==> src/rtl/dynamic_csr_graph_store_top_defines.svh <==
// ----------------------------------------------------------------------------
// dynamic_csr_graph_store_top_defines
// assertion macros shared by the graph store rtl
// ----------------------------------------------------------------------------
`ifndef DYNAMIC_CSR_GRAPH_STORE_TOP_DEFINES_SVH
`define DYNAMIC_CSR_GRAPH_STORE_TOP_DEFINES_SVH

`ifndef SYNTHESIS
`define DCSR_ASSERT_IMP(name, clk, rstn, ante, cons) \
    name: assert property (@(posedge clk) disable iff (!rstn) (ante) |-> (cons)) \
        else $error("dcsr assertion failed");
`define DCSR_ASSERT_NXT(name, clk, rstn, ante, cons) \
    name: assert property (@(posedge clk) disable iff (!rstn) (ante) |=> (cons)) \
        else $error("dcsr assertion failed");
`else
`define DCSR_ASSERT_IMP(name, clk, rstn, ante, cons)
`define DCSR_ASSERT_NXT(name, clk, rstn, ante, cons)
`endif

`endif

==> src/rtl/dcsr_pkg.sv <==
// ----------------------------------------------------------------------------
// dcsr_pkg
// types, codes and defaults of the compressed sparse row graph store
// ----------------------------------------------------------------------------
package dcsr_pkg;

    localparam int DEF_NODE_SLOTS = 1024;
    localparam int DEF_EDGE_SLOTS = 4096;
    localparam int DEF_MAX_LIST   = 64;

    localparam logic [12:0] RST_EDGE_CAP    = 13'd4096;
    localparam logic [10:0] RST_NODE_CAP    = 11'd1024;
    localparam logic [6:0]  RST_COMPACT_PCT = 7'd25;

    typedef enum logic [1:0] {
        CFG_EDGE_CAP    = 2'd0,
        CFG_NODE_CAP    = 2'd1,
        CFG_COMPACT_PCT = 2'd2
    } cfg_idx_t;

    typedef enum logic [2:0] {
        MODE_ADD_NODE = 3'd0,
        MODE_ADD_EDGE = 3'd1,
        MODE_REMOVE   = 3'd2,
        MODE_UPDATE   = 3'd3,
        MODE_HAS_EDGE = 3'd4,
        MODE_LIST     = 3'd5,
        MODE_COMPACT  = 3'd6,
        MODE_NOP      = 3'd7
    } mode_t;

    typedef enum logic [1:0] {
        ST_OK         = 2'd0,
        ST_NODE_RANGE = 2'd1,
        ST_NO_SPACE   = 2'd2,
        ST_NOT_FOUND  = 2'd3
    } status_t;

    typedef enum logic [4:0] {
        S_IDLE,
        S_DECODE,
        S_ADD_POS,
        S_ADD_SHIFT_CHK,
        S_ADD_SHIFT_WR,
        S_ADD_ROW_CHK,
        S_ADD_ROW_WR,
        S_EMIT_OK,
        S_FIND_S,
        S_FIND_E,
        S_FIND_CHK,
        S_FIND_TEST,
        S_FIND_DONE,
        S_REM_CHK,
        S_CMP_NODE_CHK,
        S_CMP_END,
        S_CMP_CHK,
        S_CMP_MOVE,
        S_LIST_S,
        S_LIST_E,
        S_LIST_CHK,
        S_LIST_TEST
    } state_t;

    typedef enum logic [4:0] {
        OP_NONE,
        OP_LOAD,
        OP_NODE_ADD,
        OP_RD_ROW_NEXT,
        OP_RD_ROW_SRC,
        OP_ADD_POS,
        OP_SHIFT_RD,
        OP_SHIFT_WR,
        OP_ROW_INIT,
        OP_ROW_RD,
        OP_ROW_INC,
        OP_ADD_PUT,
        OP_FIND_S,
        OP_FIND_E,
        OP_EDGE_RD,
        OP_FIND_TEST,
        OP_SET_WEIGHT,
        OP_KILL,
        OP_CMP_INIT,
        OP_ROW_RD_NEXT,
        OP_CMP_END,
        OP_CMP_MOVE,
        OP_CMP_ROW,
        OP_CMP_FINISH,
        OP_LIST_E,
        OP_LIST_TEST
    } dp_op_t;

    typedef enum logic [2:0] {
        EMIT_NONE,
        EMIT_PLAIN,
        EMIT_NODE,
        EMIT_EXISTS,
        EMIT_NEIGHBOR
    } emit_t;

    typedef struct packed {
        logic        dead;
        logic [9:0]  dest;
        logic [15:0] kind;
        logic [31:0] weight;
    } edge_word_t;

    typedef struct packed {
        dp_op_t  op;
        emit_t   emit;
        status_t st;
        logic    last;
    } dcsr_cmd_t;

    typedef struct packed {
        mode_t mode;
        logic  node_full;
        logic  edge_full;
        logic  src_ok;
        logic  dst_ok;
        logic  dead_nz;
        logic  idx_gt_pos;
        logic  idx_lt_end;
        logic  node_le_used;
        logic  node_lt_used;
        logic  hit;
        logic  live_hit;
        logic  found;
        logic  over_thresh;
        logic  cnt_lt_limit;
        logic  pend_valid;
    } dcsr_sts_t;

endpackage

==> src/rtl/dcsr_ctrl.sv <==
// ----------------------------------------------------------------------------
// dcsr_ctrl
// sequencer of the graph store: walks each operation through datapath steps
// ----------------------------------------------------------------------------
module dcsr_ctrl import dcsr_pkg::*; (
    input  logic      clk,
    input  logic      rst_n,
    input  logic      start,
    input  dcsr_sts_t sts,
    output dcsr_cmd_t cmd,
    output logic      busy
);

    state_t state_reg;
    state_t state_next;

    always_ff @(posedge clk or negedge rst_n)
    begin
        if (!rst_n)
        begin
            state_reg <= S_IDLE;
        end
        else
        begin
            state_reg <= state_next;
        end
    end

    always_comb
    begin
        state_next = state_reg;
        cmd        = '{op: OP_NONE, emit: EMIT_NONE, st: ST_OK, last: 1'b1};
        busy       = (state_reg != S_IDLE);
        case (state_reg)
            S_IDLE:
            begin
                if (start)
                begin
                    cmd.op     = OP_LOAD;
                    state_next = S_DECODE;
                end
            end
            S_DECODE:
            begin
                state_next = S_IDLE;
                if (sts.mode == MODE_ADD_NODE)
                begin
                    if (sts.node_full)
                    begin
                        cmd.emit = EMIT_PLAIN;
                        cmd.st   = ST_NO_SPACE;
                    end
                    else
                    begin
                        cmd.op   = OP_NODE_ADD;
                        cmd.emit = EMIT_NODE;
                    end
                end
                else if (sts.mode == MODE_NOP)
                begin
                    cmd.emit = EMIT_PLAIN;
                end
                else if (sts.mode == MODE_COMPACT)
                begin
                    if (sts.dead_nz)
                    begin
                        cmd.op     = OP_CMP_INIT;
                        state_next = S_CMP_NODE_CHK;
                    end
                    else
                    begin
                        cmd.emit = EMIT_PLAIN;
                    end
                end
                else if (!sts.src_ok || (sts.mode == MODE_ADD_EDGE && !sts.dst_ok))
                begin
                    cmd.emit = EMIT_PLAIN;
                    cmd.st   = ST_NODE_RANGE;
                end
                else if (sts.mode == MODE_ADD_EDGE)
                begin
                    if (sts.edge_full)
                    begin
                        cmd.emit = EMIT_PLAIN;
                        cmd.st   = ST_NO_SPACE;
                    end
                    else
                    begin
                        cmd.op     = OP_RD_ROW_NEXT;
                        state_next = S_ADD_POS;
                    end
                end
                else if (sts.mode == MODE_LIST)
                begin
                    cmd.op     = OP_RD_ROW_SRC;
                    state_next = S_LIST_S;
                end
                else
                begin
                    cmd.op     = OP_RD_ROW_SRC;
                    state_next = S_FIND_S;
                end
            end
            S_ADD_POS:
            begin
                cmd.op     = OP_ADD_POS;
                state_next = S_ADD_SHIFT_CHK;
            end
            S_ADD_SHIFT_CHK:
            begin
                if (sts.idx_gt_pos)
                begin
                    cmd.op     = OP_SHIFT_RD;
                    state_next = S_ADD_SHIFT_WR;
                end
                else
                begin
                    cmd.op     = OP_ROW_INIT;
                    state_next = S_ADD_ROW_CHK;
                end
            end
            S_ADD_SHIFT_WR:
            begin
                cmd.op     = OP_SHIFT_WR;
                state_next = S_ADD_SHIFT_CHK;
            end
            S_ADD_ROW_CHK:
            begin
                if (sts.node_le_used)
                begin
                    cmd.op     = OP_ROW_RD;
                    state_next = S_ADD_ROW_WR;
                end
                else
                begin
                    cmd.op     = OP_ADD_PUT;
                    state_next = S_EMIT_OK;
                end
            end
            S_ADD_ROW_WR:
            begin
                cmd.op     = OP_ROW_INC;
                state_next = S_ADD_ROW_CHK;
            end
            S_EMIT_OK:
            begin
                cmd.emit   = EMIT_PLAIN;
                state_next = S_IDLE;
            end
            S_FIND_S:
            begin
                cmd.op     = OP_FIND_S;
                state_next = S_FIND_E;
            end
            S_FIND_E:
            begin
                cmd.op     = OP_FIND_E;
                state_next = S_FIND_CHK;
            end
            S_FIND_CHK:
            begin
                if (sts.idx_lt_end)
                begin
                    cmd.op     = OP_EDGE_RD;
                    state_next = S_FIND_TEST;
                end
                else
                begin
                    state_next = S_FIND_DONE;
                end
            end
            S_FIND_TEST:
            begin
                cmd.op     = OP_FIND_TEST;
                state_next = sts.hit ? S_FIND_DONE : S_FIND_CHK;
            end
            S_FIND_DONE:
            begin
                state_next = S_IDLE;
                if (sts.mode == MODE_HAS_EDGE)
                begin
                    cmd.emit = EMIT_EXISTS;
                end
                else if (!sts.found)
                begin
                    cmd.emit = EMIT_PLAIN;
                    cmd.st   = ST_NOT_FOUND;
                end
                else if (sts.mode == MODE_UPDATE)
                begin
                    cmd.op     = OP_SET_WEIGHT;
                    state_next = S_EMIT_OK;
                end
                else
                begin
                    cmd.op     = OP_KILL;
                    state_next = S_REM_CHK;
                end
            end
            S_REM_CHK:
            begin
                if (sts.over_thresh)
                begin
                    cmd.op     = OP_CMP_INIT;
                    state_next = S_CMP_NODE_CHK;
                end
                else
                begin
                    cmd.emit   = EMIT_PLAIN;
                    state_next = S_IDLE;
                end
            end
            S_CMP_NODE_CHK:
            begin
                if (sts.node_lt_used)
                begin
                    cmd.op     = OP_ROW_RD_NEXT;
                    state_next = S_CMP_END;
                end
                else
                begin
                    cmd.op     = OP_CMP_FINISH;
                    state_next = S_EMIT_OK;
                end
            end
            S_CMP_END:
            begin
                cmd.op     = OP_CMP_END;
                state_next = S_CMP_CHK;
            end
            S_CMP_CHK:
            begin
                if (sts.idx_lt_end)
                begin
                    cmd.op     = OP_EDGE_RD;
                    state_next = S_CMP_MOVE;
                end
                else
                begin
                    cmd.op     = OP_CMP_ROW;
                    state_next = S_CMP_NODE_CHK;
                end
            end
            S_CMP_MOVE:
            begin
                cmd.op     = OP_CMP_MOVE;
                state_next = S_CMP_CHK;
            end
            S_LIST_S:
            begin
                cmd.op     = OP_FIND_S;
                state_next = S_LIST_E;
            end
            S_LIST_E:
            begin
                cmd.op     = OP_LIST_E;
                state_next = S_LIST_CHK;
            end
            S_LIST_CHK:
            begin
                if (sts.idx_lt_end && sts.cnt_lt_limit)
                begin
                    cmd.op     = OP_EDGE_RD;
                    state_next = S_LIST_TEST;
                end
                else
                begin
                    cmd.emit   = sts.pend_valid ? EMIT_NEIGHBOR : EMIT_PLAIN;
                    state_next = S_IDLE;
                end
            end
            S_LIST_TEST:
            begin
                cmd.op = OP_LIST_TEST;
                if (sts.live_hit && sts.pend_valid)
                begin
                    cmd.emit = EMIT_NEIGHBOR;
                    cmd.last = 1'b0;
                end
                state_next = S_LIST_CHK;
            end
            default:
            begin
                state_next = S_IDLE;
            end
        endcase
    end

endmodule

==> config.mk <==
export PLATFORM = sky130hd
export DESIGN_NAME = dcsr_ctrl
export DESIGN_NICKNAME = d
export VERILOG_FILES = /design/src/rtl/dynamic_csr_graph_store_top_defines.svh /design/src/rtl/dcsr_pkg.sv /design/src/rtl/dcsr_ctrl.sv
export SDC_FILE = /design/constraint.sdc
export NUM_CORES = 1
export LEC_CHECK = 0
export BUFFER_PORTS_ARGS = -buffer_cell sky130_fd_sc_hd__buf_2
export CAP_MARGIN = 30
export CORE_MARGIN = 2
export CORE_UTILIZATION = 38
export DETAILED_ROUTE_END_ITERATION = 6
export GPL_ROUTABILITY_DRIVEN = 0
export PLACE_DENSITY = 0.64
export SLEW_MARGIN = 20
export SYNTH_ARGS = -nofsm -noshare
export SYNTH_HDL_FRONTEND = slang
export SYNTH_SLANG_ARGS = --single-unit
==> constraint.sdc <==
create_clock -name clk -period 1.55 [get_ports clk]
set_input_delay 0.2325 -clock clk [delete_from_list [all_inputs] [get_ports clk]]
set_output_delay 0.2325 -clock clk [all_outputs]
set_load 0.03 [all_outputs]
==> results by group <==
Run status
  – Outcome: finished, violations left
  – Failing checks: negative setup slack

Detailed routing
  – Final ANT Viol Nets: 0
  – DR vias/cell: 6.63
  – Detailed-route wire length: 8190 um
  – DRT Pass-1 Iters: 6
  – Iter 0 DRT Violations: ~320
  – Per-cell routed wire length: 22.6 um
  – Via count: approximately 2,400
  – Drc violations: 0

GRT
  – Largest net degree at the start of global routing: 12
  – First-pass GRT wire length: 10,400 um
  – Vias in the first global route: about 2,100
  – Total gr overflow: 0
  – Gr usage total: ~38%
  – Initial antenna violation count: 0

STA
  – Slew Limit Fails: 0
  – Setup violators final: 17
  – Setup Skew: around 0.019 ns
  – Worst Slack Setup Final: -0.702 ns
  – Max_slew headroom: between 70 and 80%
  – RSZ-0062 raised after global routing: yes
  – Worst hold slack: roughly 0.3 ns
  – Worst-margin pin slew: about 0.41 ns
  – Post-route clock period utilization: 145%
  – Minimum clock period: 2.25 ns
  – Final hold vios: 0
  – Fmax: 444 MHz

Setup path
  – Crit. End Element: output pin
  – CP Max Fanout: 7
  – Critical Path RT: 1.32 ns
  – Crit path kind: reg2out
  – FF-to-FF setup slack: -0.45 ns
  – Crit path DAT: between 2 and 2.5 ns
  – CP Launch Type: flip-flop

Placement
  – DP HPWL: ~4300 um
  – Port bufs: 32

Yosys
  – Syn. warnings: 0
  – Synth Cell Area: between 0.001 and 0.0015 sq mm
  – Cells after Synth: about 190
  – Area contributors post-synth: dfrtp_1 (10%), a21oi_1 (6.2%), nand2_1 (6.2%)
  – Avg Cell Area, Syn: ~6.5 sq um
  – Asr flop ratio synth: between 90% and 100%
  – Post-synth top area share: between 10% and 20%
  – Main flop type after synthesis: dfrtp_1
  – Number of synthesized register bits: 5
  – Post-Syn Nets: between 200 and 250
  – Seq/Total Area, Yosys: a little over 10%
  – Number of flops mapped to enable cells by yosys: 0
  – Distinct cells, synth: 54
  – Most numerous cell in the Yosys netlist: nand2_1
  – Top cell type by total area after synthesis: dfrtp_1
  – Most instantiated cells after synthesis: nand2_1 (20), nor2_1 (18), a21oi_1 (15), nor3_1 (15), o21ai_0 (8)

Floorplanning
  – Die area: approximately 0.0037 sq mm
  – Die Y: between 60 and 70 um
  – Boundary pin count: 33
  – Die Width: about 60 um
  – Initial core utilization: between 30% and 40%
  – Core Region: around 0.003 sq mm
  – FP Rows: 20

Finish
  – Share of cells above drive strength 1: 66.5%
  – Nets: around 340
  – Area Overhead vs Synth: 124%
  – Antenna diodes: 0
  – Max reg flops: 5
  – Final core utilization: 89.2%

Clock network
  – CTS tree: yes
  – CTS sink cnt: 5
  – Clock Latency Late Sink: ~0.27 ns
  – Reg clk slew, reported paths: about 0.060 ns
  – Clock tree buffer depth: 2
  – CTS HTree Levels: 1
  – Clk root buf: clkbuf_4
  – Cts bufs inserted: 3

Power
  – Power per cell area: 1810 mW/mm^2
  – Worst vdd ir: approximately 0.0013 V
  – Leak: around 1.3 nW

Min path
  – Hold Path Class: in2async

Run
  – Max cap viols: 0
==> final timing paths <==
path                                          start                        to  depth (start not counted)
min reg2reg                state_reg[3]$_DFFE_PN0P_  state_reg[4]$_DFFE_PN0P_                          1
max reg2reg                state_reg[1]$_DFFE_PN0P_  state_reg[2]$_DFFE_PN0P_                          9
max in group asynchronous                     rst_n  state_reg[0]$_DFFE_PN0P_                          2
min                                           rst_n  state_reg[1]$_DFFE_PN0P_                          2
max                        state_reg[3]$_DFFE_PN0P_                    cmd[7]                          5
min in group clk                             sts[3]  state_reg[1]$_DFFE_PN0P_                          3
==> where the power goes <==
group	internal (mW)	total [mW]	leakage, nW	switching, mW
sequential	0.194	0.314	0.0579	0.120
clock	0.0988	0.176	0.0150	0.0775
combinational	2.26	4.45	1.19	2.19
total	2.55	4.94	1.26	2.39
==> per-stage QoR <==
stage | cell area, sq um | power, mW | setup TNS [ns] | cells | setup slack, ns
after CTS | 2520 | 4.19 | -5.94 | 355 | -0.605
final | 2720 | 4.94 | -8.05 | 363 | -0.702
after detailed placement | 2090 | 3.23 | -4.58 | 331 | -0.481
after global routing | 2720 | 5.11 | -8.72 | 363 | -0.780
after global placement | 2090 | 3.15 | -4.23 | 331 | -0.445
after floorplan | 1370 | 2.06 | -0.687 | 186 | -0.131
==> per-layer routing <==
layer	vias up	GRT usage [%]	part of all wire (%)	routed length (um)
li1	971	-	-	-
met1	1107	42.4	34	2800
met2	241	66.8	46	3790
met3	87	7.89	11	914
met4	0	20.2	8.4	692
met5	-	0	0	0
==> final cells by class <==
type                    count  area [sq um]
well taps                  44          55.1
inverters                   9          46.3
flip-flops and latches      5           131
clock buffers               4          26.3
multi-input cells         156          1240
fillers                   147           330
repair buffers            145          1220
==> worst max-delay path, stage by stage, from the launching register on <==
cell and delay (ns):
dfrtp_2 0.46, or2_1 0.24, a32oi_1 0.23, o32ai_2 0.15, or4b_4 0.51, buf_6 0.15
==> repair_timing <==
action	CTS	global route
endpoints found under the hold margin	5	0
resized for setup	65	31
setup endpoints to repair	16	16
gates cloned	0	1
pin swaps	16	16
hold buffers	1	0
setup buffers	20	10
==> cell usage in the layout, fill, tap and decap left out, drive strengths merged, types with 3 or more instances in the layout <==
| master | n |
|---|---|
| clkbuf | 5 |
| a21oi | 15 |
| nand2 | 20 |
| o22ai | 4 |
| nand2b | 6 |
| nor2b | 4 |
| dfrtp | 5 |
| nor2 | 20 |
| nand4 | 8 |
| a21o | 3 |
| o21ai | 9 |
| buf | 143 |
| a32oi | 5 |
| and3b | 3 |
| nor3 | 15 |
| a31oi | 5 |
| nand3 | 4 |
| inv | 8 |
==> cells by family (layout without fill, tap and decap cells) <==
group | count (synthesis) | count (layout) | synth area share (%)
AO/OA/AOI/OAI | 61 | 61 | 34.6
XOR/XNOR | 1 | 1 | 0.720
buffers and inverters | 25 | 158 | 12.1
flip-flops | 5 | 5 | 10.3
multiplexers | 2 | 2 | 1.75
AND/OR/NAND/NOR | 92 | 92 | 40.5
Power figures use the tool's default switching activity.
